File: config.mk
export PLATFORM = sky130hd
export DESIGN_NAME = tlc_set_unit
export DESIGN_NICKNAME = d
export VERILOG_FILES = /design/src/sv/tlc_pkg.sv /design/src/sv/tlc_set_unit.sv
export SDC_FILE = /design/constraint.sdc
export NUM_CORES = 1
export LEC_CHECK = 0
export BUFFER_PORTS_ARGS = -buffer_cell sky130_fd_sc_hd__clkbuf_2
export CAP_MARGIN = 20
export CELL_PAD_IN_SITES_DETAIL_PLACEMENT = 0
export CELL_PAD_IN_SITES_GLOBAL_PLACEMENT = 1
export CORE_AREA = 2 2 246 248
export DETAILED_ROUTE_END_ITERATION = 10
export DIE_AREA = 0 0 248 250
export PLACE_DENSITY = 0.62
export SYNTH_ARGS = -nofsm -noshare
export SYNTH_HDL_FRONTEND = slang
export SYNTH_SLANG_ARGS = --single-unit
File: constraint.sdc
create_clock -name vclk -period 28.8
set_clock_uncertainty 0.1 [all_clocks]
set_input_delay 5.76 -clock vclk [all_inputs]
set_output_delay 5.76 -clock vclk [all_outputs]
set_load 0.03 [all_outputs]
File: src/sv/tlc_pkg.sv
// Package with the types, constants and codes shared by the two-level cache files.
package tlc_pkg;

    localparam int L1_MAX_SETS = 64;
    localparam int L1_MAX_WAYS = 4;
    localparam int L2_MAX_SETS = 256;
    localparam int L2_MAX_WAYS = 8;
    localparam int ADDR_BITS   = 32;
    localparam int LINE_TAG_W  = 30;
    localparam int ROW_WAYS    = 8;
    localparam int L1_SET_W    = 6;
    localparam int L2_SET_W    = 8;
    localparam int CLR_W       = 9;
    localparam int CFG_IDX_W   = 3;
    localparam int CFG_DATA_W  = 4;

    // Register indexes of the configuration port.
    localparam logic [CFG_IDX_W-1:0] CFG_BLOCK_BITS  = 3'd0;
    localparam logic [CFG_IDX_W-1:0] CFG_L1_SET_BITS = 3'd1;
    localparam logic [CFG_IDX_W-1:0] CFG_L1_WAY_BITS = 3'd2;
    localparam logic [CFG_IDX_W-1:0] CFG_L2_SET_BITS = 3'd3;
    localparam logic [CFG_IDX_W-1:0] CFG_L2_WAY_BITS = 3'd4;
    localparam logic [CFG_IDX_W-1:0] CFG_WRITE_ALLOC = 3'd5;

    // One way of a set: tag, state bits and LRU rank.
    typedef struct packed {
        logic [LINE_TAG_W-1:0] tag;
        logic                  valid;
        logic                  dirty;
        logic [2:0]            rank;
    } t_way;

    // One set as stored in a memory row; the first level uses the low ways only.
    typedef t_way [ROW_WAYS-1:0] t_row;

    typedef enum logic [1:0] {
        UOP_HIT     = 2'd0,
        UOP_INSTALL = 2'd1,
        UOP_REMOVE  = 2'd2
    } t_uop;

    // Command to the shared set unit.
    typedef struct packed {
        t_uop                  op;
        logic [3:0]            ways;
        logic [LINE_TAG_W-1:0] tag;
        logic                  mark_dirty;
    } t_unit_cmd;

    // Status returned by the shared set unit.
    typedef struct packed {
        logic                  hit;
        logic                  old_valid;
        logic                  old_dirty;
        logic [LINE_TAG_W-1:0] old_tag;
    } t_unit_res;

endpackage

File: src/sv/tlc_set_unit.sv
// Shared set unit: lookup, LRU touch, victim install and line removal on one set row.
module tlc_set_unit (
    input  tlc_pkg::t_row      i_row,
    input  tlc_pkg::t_unit_cmd i_cmd,
    output tlc_pkg::t_row      o_row,
    output tlc_pkg::t_unit_res o_res
);
    logic [tlc_pkg::ROW_WAYS-1:0] in_use;
    logic [tlc_pkg::ROW_WAYS-1:0] match;
    logic [2:0] hit_way;
    logic       hit;
    logic [2:0] free_way;
    logic       any_free;
    logic [2:0] lru_way;
    logic [2:0] sel;
    logic       act;
    logic       had;
    logic [2:0] prev;
    logic [2:0] top;

    // Way lookup and victim choice.
    always_comb begin
        hit_way  = '0;
        hit      = 1'b0;
        free_way = '0;
        any_free = 1'b0;
        lru_way  = '0;
        for (int i = 0; i < tlc_pkg::ROW_WAYS; i++) begin
            in_use[i] = 4'(i) < i_cmd.ways;
            match[i]  = in_use[i] && i_row[i].valid && (i_row[i].tag == i_cmd.tag);
        end
        for (int i = tlc_pkg::ROW_WAYS - 1; i >= 0; i--) begin
            if (match[i]) begin
                hit     = 1'b1;
                hit_way = 3'(i);
            end
            if (in_use[i] && !i_row[i].valid) begin
                any_free = 1'b1;
                free_way = 3'(i);
            end
        end
        for (int i = 1; i < tlc_pkg::ROW_WAYS; i++) begin
            if (in_use[i] && (i_row[i].rank < i_row[lru_way].rank)) begin
                lru_way = 3'(i);
            end
        end
    end

    assign top  = 3'(i_cmd.ways - 4'd1);
    assign sel  = (i_cmd.op == tlc_pkg::UOP_INSTALL) ? (any_free ? free_way : lru_way)
                                                     : hit_way;
    assign act  = (i_cmd.op == tlc_pkg::UOP_INSTALL) || hit;
    assign had  = (i_cmd.op == tlc_pkg::UOP_INSTALL) ? i_row[sel].valid : 1'b1;
    assign prev = i_row[sel].rank;

    // Rank update of the other ways and the new state of the selected way.
    always_comb begin
        o_row = i_row;
        if (act) begin
            unique case (i_cmd.op)
                tlc_pkg::UOP_REMOVE: begin
                    for (int i = 0; i < tlc_pkg::ROW_WAYS; i++) begin
                        if (in_use[i] && i_row[i].valid && 3'(i) != sel &&
                            i_row[i].rank < prev && i_row[i].rank < top) begin
                            o_row[i].rank = i_row[i].rank + 3'd1;
                        end
                    end
                    o_row[sel].valid = 1'b0;
                    o_row[sel].dirty = 1'b0;
                    o_row[sel].rank  = '0;
                end
                tlc_pkg::UOP_HIT, tlc_pkg::UOP_INSTALL: begin
                    for (int i = 0; i < tlc_pkg::ROW_WAYS; i++) begin
                        if (in_use[i] && i_row[i].valid && 3'(i) != sel &&
                            (!had || i_row[i].rank > prev) && i_row[i].rank != 3'd0) begin
                            o_row[i].rank = i_row[i].rank - 3'd1;
                        end
                    end
                    o_row[sel].rank = top;
                    if (i_cmd.op == tlc_pkg::UOP_INSTALL) begin
                        o_row[sel].tag   = i_cmd.tag;
                        o_row[sel].valid = 1'b1;
                        o_row[sel].dirty = i_cmd.mark_dirty;
                    end else if (i_cmd.mark_dirty) begin
                        o_row[sel].dirty = 1'b1;
                    end
                end
                default: o_row = i_row;
            endcase
        end
    end

    assign o_res.hit       = hit;
    assign o_res.old_valid = i_row[sel].valid;
    assign o_res.old_dirty = i_row[sel].dirty;
    assign o_res.old_tag   = i_row[sel].tag;
endmodule

==> results.toml <==
[outcome]
run_status = "complete, no violations"

[routing]
routed_wl_um = 113000
wl_per_cell_um = 32.8
vias = 19946
detail-route-antenna-nets = 0
drtIter0Drc = 2133
drt_pass1_iterations = 8
drc_errors = 0
vias_per_cell = 5.81

[finish]
area_delta_synth_final_pct = 27.0
regArea_um2 = 0
nFlopsAndLatches = 0
nClkBuffers = 0
drive_above_1_share_pct = 35.6
fin_nets = 3043

[floorplanning]
rows = 90
die_area_um2 = 62000
die_width_um = 248
io_pins = 630
fp.coreArea_um2 = 59600
start_util_pct = 23.6
die_y_um = 250

[critical_path]
endpoint_kind = "output port"
cp_slowest_stage_delay_ns = 0.78
slowest_stage = "a31oi_1"
arrival_ns = 21.48
start_kind = "input pin"
cp_max_fo = 69
cp.required_ns = 22.94
cp_common_cell = "o21ai_0"
worst-setup-path-type = "input pin to output port"

[pwr]
netSwitchingFraction_pct = 69.6
combPwrFrac_pct = 100.0
internal_power_w = 0.000147
p_leak_nw = 7.88
power_frac_seq_pct = 0
p_clk_share_pct = 0
power_density_nw_per_um2 = 27.1
ir_drop_v = 0.0000125
p_sw_w = 0.000337

[sta]
slew_violations = 0
relSlewSlack_pct = 24.7
rsz0062_at_grt = "no"
report.final.hold_viol_count = 0
worst_slew_pin_slew_ns = 1.12
finalCritPeriodShare_pct = 94.9
holdWs_ns = 11.86
setup_viol = 0
fmax_mhz = 36.6
period_needed_ns = 27.34
finalSetupTns_ns = 0
setup_slack_ns = 1.46

[global_route]
grt_pass1_wl_um = 153000
grt_pass1_vias = 19542
grtUsageTotal_pct = 34.5
grt_max_degree = 76
antenna_found_initial = 10
overflow = 0

[placement]
gp_congestion = 1.01
hpwl_um = 92900
pre_cts_ws_ns = 1.63
io_buffers = 630

[yosys]
synth_area_leaders = "mux2_2 19%, nand2_1 11%, xnor2_1 9.2%, nand3_1 7.1%, ha_1 6.5%"
netlist_area_um2 = 14100
netlist-cell-type-count = 89
synth_top_area_share_pct = 19.2
postSynthAreaPerCell_um2 = 6.52
synthCells = 2159
synth-seq-area-share_pct = 0
syn-num-nets = 2549
synth-warning-count = 0
synth_top_area_cell = "mux2_2"

[hold_path]
hp-class = "input pin to output port"

[clock_network]
cts-hold-fix-buffers = 0
cts_setup_buffers = 0
post_cts_resized = 0

[job]
cap_viol_max_count = 0
## Yosys cell counts, types with 5 or more instances
master	count
o21ai_1	8
inv_1	46
a21oi_1	64
and3_1	12
nand3_1	200
or4_1	7
mux2_2	240
a31oi_1	15
nor2b_1	19
nand4_1	69
nand2_1	409
a22oi_1	7
o211a_1	8
nor4_1	56
xor2_1	101
o211ai_1	24
o21a_1	18
nand2b_1	12
nor4b_1	5
o221ai_1	8
and2_1	13
xnor2_1	148
nor3b_1	6
nor2_1	97
buf_2	13
a211o_1	11
or3_1	11
a21boi_0	11
nand4b_1	6
a211oi_1	15
o31ai_1	6
clkbuf_1	136
o21ai_0	107
mux2i_1	15
o22ai_1	8
nor3_1	40
ha_1	73
buf_1	20
## routing by layer
| metal | wire length [µm] | part of all wire (%) | vias up | global-route usage (%) |
|---|---|---|---|---|
| li1 | - | - | 8798 | - |
| met5 | 124 | 0.11 | - | 0 |
| met2 | 53700 | 48 | 1197 | 58.7 |
| met4 | 6510 | 5.8 | 20 | 16.6 |
| met3 | 9180 | 8.1 | 234 | 6.09 |
| met1 | 43200 | 38 | 9697 | 41.6 |
## final cells by class
class	count	area [µm²]
well taps	782	978
inverters	47	176
diodes	3	7.51
multi-input cells	1939	13300
repair buffers	665	3430
fillers	6777	41700
## critical path, delay by kind of cell
family,cells,cell delay (ns)
AO/OA/AOI/OAI,38,9.50
adder cells (fa/ha/maj),8,2.30
buffers and inverters,4,0.98
AND/OR/NAND/NOR,18,2.85
## worst paths after layout
check | startpoint | end | cells past startpoint
max | i_row[1] | o_row[105] | 68
min | i_row[109] | o_row[109] | 4
## stage by stage
stage	cell area [µm²]	util, %	instances	total power, W
finish	17900	30.0	3436	0.000484
global route	17900	30.0	3433	0.000512
CTS	17900	30.0	3432	0.000476
detailed placement	17900	30.0	3432	0.000473
global placement	17900	30.0	3432	0.000477
floorplan	14100	-	2159	0.000294
## placed cells by master (no fill, tap or decap), drive strengths merged, types with 12 or more instances in the layout
cell / count
clkbuf: 630
xnor2: 148
ha: 73
nand2b: 12
inv: 46
nor2b: 19
and2: 13
nor2: 97
nand2: 409
nand3: 200
o21ai: 117
o21a: 18
mux2: 243
a31oi: 17
nand4: 69
nor3: 40
o211ai: 25
nor4: 58
xor2: 101
mux2i: 15
a21oi: 64
buf: 35
and3: 13
a211oi: 15
## power groups by stage
stage | Combinational, W | Sequential, W | Clock [W]
detailed placement | 0.000473 | 0 | 0
global route | 0.000512 | 0 | 0
floorplan | 0.000294 | 0 | 0
finish | 0.000484 | 0 | 0.00000000000726
global placement | 0.000477 | 0 | 0
CTS | 0.000476 | 0 | 0
## cell families after synthesis
family	Yosys count	synth area share, %
and+or+nand+nor	981	33.2
AOI/OAI and AO/OA	376	18.0
muxes	258	20.5
xor gates and xnor gates	249	15.5
buffers and inverters	220	6.14
adders and majority gates	75	6.64
Power figures use the tool's default switching activity.
