File: config.mk
export PLATFORM = sky130hd
export DESIGN_NAME = tlc_ram
export DESIGN_NICKNAME = d
export VERILOG_FILES = /design/src/sv/tlc_ram.sv
export SDC_FILE = /design/constraint.sdc
export NUM_CORES = 1
export LEC_CHECK = 0
export BUFFER_PORTS_ARGS = -buffer_cell sky130_fd_sc_hd__buf_2
export CAP_MARGIN = 15
export CORE_UTILIZATION = 54
export DETAILED_ROUTE_END_ITERATION = 6
export PLACE_DENSITY = 0.74
export SLEW_MARGIN = 20
export SYNTH_ARGS = -nofsm -noshare
export SYNTH_HDL_FRONTEND = slang
export SYNTH_SLANG_ARGS = --single-unit
File: constraint.sdc
create_clock -name i_clk -period 1.6 [get_ports i_clk]
set_clock_uncertainty 0.2 [all_clocks]
set_input_delay 0 -clock i_clk [delete_from_list [all_inputs] [get_ports i_clk]]
set_output_delay 0 -clock i_clk [all_outputs]
set_load 0.01 [all_outputs]
File: src/sv/tlc_ram.sv
// Generic single-write, single-read RAM with registered read data.
module tlc_ram #(
    parameter int WIDTH = 8,
    parameter int DEPTH = 16
) (
    input  logic                     i_clk,
    input  logic                     i_we,
    input  logic [$clog2(DEPTH)-1:0] i_waddr,
    input  logic [WIDTH-1:0]         i_wdata,
    input  logic [$clog2(DEPTH)-1:0] i_raddr,
    output logic [WIDTH-1:0]         o_rdata
);
    logic [WIDTH-1:0] r_mem [DEPTH];

    always_ff @(posedge i_clk) begin
        if (i_we) begin
            r_mem[i_waddr] <= i_wdata;
        end
        o_rdata <= r_mem[i_raddr];
    end
endmodule

==> reports/results.md, run 1 <==
| Group | Item | Reported |
|:---|:---|:---|
| power | Static Leak | 2.23 nW |
| timing | Fin. max-slew vios | 0 |
| synthesis | Ranking of synthesized cells by area | edfxtp_1 75%, mux4_2 7.9%, mux4_1 7.1% |
| timing | Crit path time final | 1.62 ns |
| die | Die Y | 99.6 um |
| clock tree | CTS H-tree depth | 4 |
| run status | Status | complete, but fails checks |
| power | Overall power after layout | 7.87 mW |
| routing | Via count normalized by instance count | 5.64 |
| layout | Share of cells above drive strength 1 | 31.4% |
| routing | DRC Markers | 0 |
| clock tree | Clock sinks | 136 |
| synthesis | Fraction of post-synthesis cell area in the top cell type by area | 74.7% |
| clock tree | Buffer count from post-CTS setup fixing | 0 |
| routing | Total vias in the final route | 2579 |
| die | Standard cell core area | 0.00924 sq mm |
| die | Rows | 35 |
| die | Num ports | 26 |
| timing | RSZ-0062 raised after global routing | true |
| clock tree | Maximum clock path buffer count | 2 |
| die | Die Area | 0.00993 sq mm |
| routing | ANT nets after route | 0 |
| run status | Violated checks | negative setup slack |
| global route | Maximum number of pins on one net before global-route repair | 33 |
| routing | Routed length per placed instance | 21.7 um |
| timing | Setup violators final | 4 |
| timing | Sum of negative setup slack | -0.0411 ns |
| synthesis | Count of mapped cells out of synthesis | 229 |
| clock tree | Clock tree from TritonCTS | done |
| layout | Cell Count, Final, Fillers Out | 457 |
| global route | Overflow left after global routing | 0 |
| layout | Area of all placed cells without fillers | 0.00638 sq mm |
| clock tree | Root buffer selected by CTS | clkbuf_8 |
| timing | Post-route fraction of the period consumed by the critical path | 101% |
| run | Max Cap Viol | 0 |
| synthesis | Seq cells post-synth | 136 |
| timing | Maximum clock frequency | 616 MHz |
| layout | Total inserted antenna cells | 0 |
| setup path | Reg2Reg Capture Point | o_rdata[0] |
| routing | Total wirelength of the detailed-routed design | 9940 um |
| layout | Nets@finish | 333 |
| synthesis | Net count after synthesis | 247 |
| timing | Slew @ Worst Pin | 0.373 ns |
| place | Post-placement worst setup slack | -0.0638 ns |
| setup path | Worst EP arrival | 1.81 ns |
| power | Power density over the cells | 1230 mW/mm^2 |
| place | Placed Instance Area | 0.00560 sq mm |
| timing | Worst slew margin relative to its limit | 75.1% |
| global route | Number of antenna violations at the first check in global routing | 0 |
| routing | DRT Pass-1 Iters | 5 |
| global route | Via count of the first global-routing pass | 2731 |
| global route | Wire length of the first global-routing pass | 15500 um |
| power | Max IR drop VDD | 655 uV |
| place | Final HPWL DP | 6220 um |
| clock tree | Latest clock arrival within the worst-skew pair | 0.51 ns |
| setup path | Critical path start-end classification | input port to register |
| place | Final weighted congestion in routability-driven placement | 0.738 |
| die | Die Width | 99.6 um |
| worst hold path | Worst Hold Depth | 5 |
| synthesis | Area of the mapped netlist | 0.00515 sq mm |
| setup path | Startpoint Class | input port |
| synthesis | Yosys warnings | 0 |
| routing | Starting DRT DRC Count | 130 |
| synthesis | Part of the Yosys area used for sequential elements | 77.8% |
| clock tree | Clock transition time at the flip-flop clock pins of the worst setup and hold paths | 0.06 ns |
| worst hold path | Type of the tightest min-delay check | input port to register |
| timing | Setup slack after layout | -0.0236 ns |
| setup path | Worst-path fanout max | 8 |
| layout | Area added between synthesis and finish | 23.9% |
| setup path | Worst Setup End Kind | register |
| place | Dpl cells | 401 |
| synthesis | Mean instance size in the synthesized netlist | 22.5 sq um |
| setup path | Reg-to-reg startpoint | r_mem[2][0] |
| worst hold path | WHS Endpoint | o_rdata[0] |
| clock tree | TritonCTS buffer count | 17 |
| timing | Final hold vios | 0 |
| setup path | Flop2flop setup slack | 0.03 ns |
| place | Number of input and output port buffers inserted | 25 |
| worst hold path | Hold Path Origin | i_raddr[0] |
| setup path | Number of cells traversed by the worst register-to-register path | 3 |
| setup path | Critical path required time | 1.79 ns |
| synthesis | Cell type with the largest total area after synthesis | edfxtp_1 |
| global route | GRT Total Usage | 22.6% |
| die | Initial cell density of the core | 55.7% |
| synthesis | Post-synth cell types | 19 |
## per-stage QoR
| stage | utilization, % | hold slack, ns |
|---|---|---|
| 3_5_place_dp | 60.6 | 0.196 |
| 2_1_floorplan | - | -0.101 |
| 5_1_grt | 69.0 | 0.0259 |
| 6_report | 69.0 | 0.00850 |
| 3_3_place_gp | 60.6 | 0.188 |
| 4_1_cts | 68.9 | 0.00101 |
## logic make-up (layout without fill, tap and decap cells)
family / Yosys count / after routing / synth area share (%)
AOI/OAI and AO/OA: 16 / 16 / 2.33
buffers and inverters: 10 / 109 / 1.68
DFF: 136 / 136 / 77.8
muxes: 32 / 32 / 15.0
and+or+nand+nor: 35 / 35 / 3.18
## registers in the layout, summed over array words and instances (netlist names)
name     count
o_rdata      8
r_mem      128
## critical path, stage by stage
cell and delay (ns):
dlygate4sd3_1 0.53, buf_2 0.15, nor2_1 0.05, dlygate4sd3_1 0.55
buf_4 0.17, a22oi_1 0.23, nand2_1 0.11
## cells in the mapped netlist
| library cell | count |
|---|---|
| a22oi_1 | 16 |
| and2_1 | 1 |
| and2b_1 | 1 |
| buf_2 | 3 |
| buf_4 | 1 |
| buf_6 | 3 |
| clkdlybuf4s25_2 | 3 |
| dfxtp_1 | 8 |
| edfxtp_1 | 128 |
| mux4_1 | 14 |
| mux4_2 | 18 |
| nand2_1 | 9 |
| nand2b_1 | 2 |
| nand3_1 | 1 |
| nand3b_1 | 2 |
| nor2_1 | 13 |
| nor2b_1 | 1 |
| nor3_1 | 4 |
| or3b_2 | 1 |
## placed cells by master (no fill, tap or decap), types with 2 or more instances in the layout
| cell type | netlist | layout |
|---|---|---|
| buf_2 | 3 | 25 |
| clkinv_2 | 0 | 5 |
| nor2_1 | 13 | 13 |
| a22oi_1 | 16 | 14 |
| nand2b_1 | 2 | 2 |
| mux4_1 | 14 | 14 |
| mux4_2 | 18 | 18 |
| dlygate4sd3_1 | 0 | 23 |
| nand2_1 | 9 | 9 |
| nor3_1 | 4 | 3 |
| edfxtp_1 | 128 | 128 |
| buf_4 | 1 | 25 |
| buf_12 | 0 | 3 |
| clkinv_1 | 0 | 4 |
| clkinv_4 | 0 | 4 |
| dfxtp_1 | 8 | 8 |
| nand3b_1 | 2 | 2 |
| clkbuf_16 | 0 | 16 |
| a22oi_2 | 0 | 2 |
## how the worst max path moves through the flow
stage | from | endpoint | slack (ns)
finish | i_raddr[2] | o_rdata[5] | -0.02
global route | i_raddr[2] | o_rdata[0] | -0.05
CTS | r_mem[2][0] | o_rdata[0] | 0.02
detailed placement | i_raddr[0] | o_rdata[6] | -0.06
global placement | i_raddr[0] | o_rdata[6] | -0.04
floorplan | i_waddr[2] | r_mem[3][0] | 0.13
## report_power, final
part | total (mW) | internal, mW | switching, mW | leakage [nW]
clock | 3.42 | 2.03 | 1.39 | 0.261
combinational | 0.439 | 0.213 | 0.226 | 0.744
sequential | 4.01 | 3.98 | 0.0261 | 1.22
total | 7.87 | 6.22 | 1.64 | 2.23
## per-layer routing
metal | vias to the layer above | wire length (um) | global-route usage [%]
met4 | 0 | 222 | 10.3
li1 | 1145 | - | -
met2 | 92 | 5080 | 36.9
met3 | 19 | 496 | 5.06
met5 | - | 0 | 0
met1 | 1323 | 4140 | 29.3
## final cells by class
type | count | area [sq um]
Clock buffer | 17 | 414
Clock inverter | 15 | 113
Fill cell | 580 | 2860
Multi-Input combinational cell | 83 | 1070
Sequential cell | 136 | 4000
Tap cell | 129 | 161
Timing Repair Buffer | 77 | 616
## repair_timing
item / 4_1_cts / 5_1_grt
hold buffers: 24 / 0
resized for setup: 0 / 3
setup endpoints to repair: 0 / 5
endpoints found under the hold margin: 232 / 0
(Power assumes the default switching activity.)
==> run 2, diff against run 1 <==
--- a/config.mk
+++ b/config.mk
@@ -7,7 +7,9 @@
 export LEC_CHECK = 0
 export BUFFER_PORTS_ARGS = -buffer_cell sky130_fd_sc_hd__buf_2
 export CAP_MARGIN = 15
-export CORE_UTILIZATION = 54
+export CELL_PAD_IN_SITES_DETAIL_PLACEMENT = 0
+export CELL_PAD_IN_SITES_GLOBAL_PLACEMENT = 2
+export CORE_UTILIZATION = 43
 export DETAILED_ROUTE_END_ITERATION = 6
 export PLACE_DENSITY = 0.74
 export SLEW_MARGIN = 20
==> run 2 against run 1 <==
The run ends with design-rule violations left. Flip-flop and latch count unchanged. Non-clock buffer count fell by 18. Total power fell by 0.30%. Critical path type unchanged.
==> reports/results.md, run 2 (synthesized netlist as in run 1, its figures left out) <==
| Group | Item | Reported | vs previous |
|:---|:---|:---|:---|
| run status | Violated checks | design-rule violations | was negative setup slack |
| power | Power density over the cells | 1260 mW/mm^2 | was 1230 mW/mm^2 |
| run status | Status | complete, but fails checks | unchanged |
| layout | Core occupancy in the finished layout | 54.0% | was 69.0% |
| clock tree | Clock tree from TritonCTS | done | unchanged |
| setup path | Worst-path fanout max | 8 | unchanged |
| routing | DRC Markers | 4 | was 0 |
| routing | ANT nets after route | 0 | unchanged |
| clock tree | Buffer count from post-CTS setup fixing | 0 | unchanged |
| layout | Area added between synthesis and finish | 21.3% | was 23.9% |
| timing | Slew @ Worst Pin | 0.968 ns | was 0.373 ns |
| power | Relative contribution of sequential cells to total power | 51.1% | was 51.0% |
| global route | Via count of the first global-routing pass | 2613 | was 2731 |
| die | Rows | 39 | was 35 |
| die | Standard cell core area | 0.0116 sq mm | was 0.00924 sq mm |
| setup path | Worst EP arrival | 1.67 ns | was 1.81 ns |
| place | Post-placement worst setup slack | -0.0563 ns | was -0.0638 ns |
| setup path | Startpoint Class | input port | unchanged |
| layout | Most frequent standard cell in the layout excluding fill and tap cells | edfxtp_1 | unchanged |
| timing | Post-route fraction of the period consumed by the critical path | 94.8% | was 101% |
| clock tree | Root buffer selected by CTS | clkbuf_16 | was clkbuf_8 |
| clock tree | CTS H-tree depth | 4 | unchanged |
| run | Max Cap Viol | 0 | unchanged |
| timing | RSZ-0062 raised after global routing | false | was true |
| place | Final HPWL DP | 6320 um | was 6220 um |
| global route | GRT Total Usage | 18.6% | was 22.6% |
| die | Num ports | 26 | unchanged |
| setup path | Critical path required time | 1.75 ns | was 1.79 ns |
| place | Final weighted congestion in routability-driven placement | 0.686 | was 0.738 |
| layout | Fillcell total | 866 | was 580 |
| die | Die Area | 0.0124 sq mm | was 0.00993 sq mm |
| power | Max IR drop VDD | 729 uV | was 655 uV |
| place | Dpl cells | 410 | was 401 |
| timing | Worst slew margin relative to its limit | 35.2% | was 75.1% |
| power | Overall power after layout | 7.84 mW | was 7.87 mW |
| routing | Total wirelength of the detailed-routed design | 10400 um | was 9940 um |
| power | Fraction of power spent switching nets | 20.0% | was 20.9% |
| power | Power dissipated by switching net loads | 1.57 mW | was 1.64 mW |
| timing | Crit path time final | 1.52 ns | was 1.62 ns |
| place | Number of input and output port buffers inserted | 25 | unchanged |
| layout | Registers with the most flip-flops | r_mem x128, o_rdata x8 | unchanged |
| clock tree | Latest clock arrival within the worst-skew pair | 0.41 ns | was 0.51 ns |
| routing | Starting DRT DRC Count | 193 | was 130 |
| timing | Sum of negative setup slack | 0 ns | was -0.0411 ns |
| layout | Flip-flop count of the largest register, all copies and words added | 128 | unchanged |
| timing | Setup slack after layout | 0.0835 ns | was -0.0236 ns |
| worst hold path | Type of the tightest min-delay check | input port to register | unchanged |
| setup path | Critical path start-end classification | input port to register | unchanged |
| die | Die Width | 111 um | was 99.6 um |
| layout | Cell Count, Final, Fillers Out | 453 | was 457 |
| timing | Final hold vios | 0 | unchanged |
| routing | Routed length per placed instance | 22.9 um | was 21.7 um |
| global route | Maximum number of pins on one net before global-route repair | 18 | was 33 |
| layout | Share of cells above drive strength 1 | 31.0% | was 31.4% |
| layout | Total inserted antenna cells | 0 | unchanged |
| global route | Wire length of the first global-routing pass | 16000 um | was 15500 um |
| clock tree | TritonCTS buffer count | 17 | unchanged |
| timing | Maximum clock frequency | 659 MHz | was 616 MHz |
| global route | Overflow left after global routing | 0 | unchanged |
| power | Static Leak | 2.14 nW | was 2.23 nW |
| layout | Reg with most FFs | r_mem | unchanged |
| routing | DRT Pass-1 Iters | 6 | was 5 |
| power | Internal Power | 6.27 mW | was 6.22 mW |
| die | Initial cell density of the core | 44.5% | was 55.7% |
| clock tree | Clock transition time at the flip-flop clock pins of the worst setup and hold paths | 0.06 ns | about the same |
| clock tree | Maximum clock path buffer count | 2 | unchanged |
| setup path | Worst Setup End Kind | register | unchanged |
| power | Relative contribution of the clock network to total power | 43.5% | was 43.4% |
| layout | Leading cell types in the layout, fill and taps excluded | 128 x edfxtp_1, 25 x buf_2, 19 x buf_4 | was 128 x edfxtp_1, 25 x buf_2, 25 x buf_4 |
| clock tree | Clock sinks | 136 | unchanged |
| routing | Total vias in the final route | 2471 | was 2579 |
| global route | Number of antenna violations at the first check in global routing | 0 | unchanged |
| timing | Setup violators final | 0 | was 4 |
| routing | Via count normalized by instance count | 5.45 | was 5.64 |
| power | Combinational share of power | 5.4% | was 5.6% |
| die | Die Y | 111 um | was 99.6 um |
| timing | Fin. max-slew vios | 0 | unchanged |
| layout | Nets@finish | 315 | was 333 |
run 2: changes by cell type in the layout (fill, tap and decap cells not counted):
cell	change
a22oi_1	-2
clkbuf_1	+3
clkinv_1	+1
clkinv_2	-1
clkbuf_8	-1
a22oi_2	+2
dlymetal6s4s_1	-1
clkinv_4	-3
buf_4	-6
buf_12	+1
dlygate4sd3_1	-12
clkbuf_16	+1
run 2: path summary, 6_finish.rpt:
check / from / endpoint / slack (ns) / cells after the start
setup / recovery: i_raddr[2] / o_rdata[7] / 0.08 / 5
hold / removal: i_raddr[1] / o_rdata[2] / 0.04 / 5
setup reg to reg: r_mem[6][3] / o_rdata[3] / 0.09 / 3
hold reg to reg: r_mem[12][2] / o_rdata[2] / 0.48 / 3
run 2: routing by layer:
layer | part of all wire, % | GRT usage, %
met5 | 0 | 0
met4 | 0.79 | 6.49
met3 | 6.0 | 6.10
met2 | 48 | 28.0
met1 | 45 | 25.6
run 2: repair_timing:
action / CTS / global route
hold endpoints to repair: 163 / 0
hold buffers: 11 / 0
setup endpoints to repair: 1 / 2
gates resized for setup: 1 / 3
run 2: area by class of cell:
type                    count  area (sq um)  area share [%]
flip-flops and latches    136          4000            64.1
multi-input cells          83          1080            17.3
repair buffers             59           458            7.33
clock buffers              20           437            6.99
well taps                 143           179            2.87
clock inverters            12          85.1            1.36
run 2: stage by stage:
stage	hold slack [ns]	instance area (sq um)
after global placement	0.170	5590
after CTS	0.0250	6230
final	0.0415	6240
after detailed placement	0.188	5590
after floorplan	-0.101	5150
after global routing	0.0519	6240
run 2: power by group through the flow:
stage | Clock (mW) | Sequential (mW) | Combinational (mW)
2_1_floorplan | 0 | 4.09 | 0.202
3_3_place_gp | 0 | 4.08 | 0.394
3_5_place_dp | 0 | 4.08 | 0.399
4_1_cts | 3.47 | 4.01 | 0.423
5_1_grt | 3.64 | 4.01 | 0.457
6_report | 3.41 | 4.01 | 0.421
run 2: worst max-delay path: stages:
cell,delay [ns]
buf_2,0.12
dlygate4sd3_1,0.55
nor2b_1,0.65
a22oi_1,0.25
nand2_1,0.10
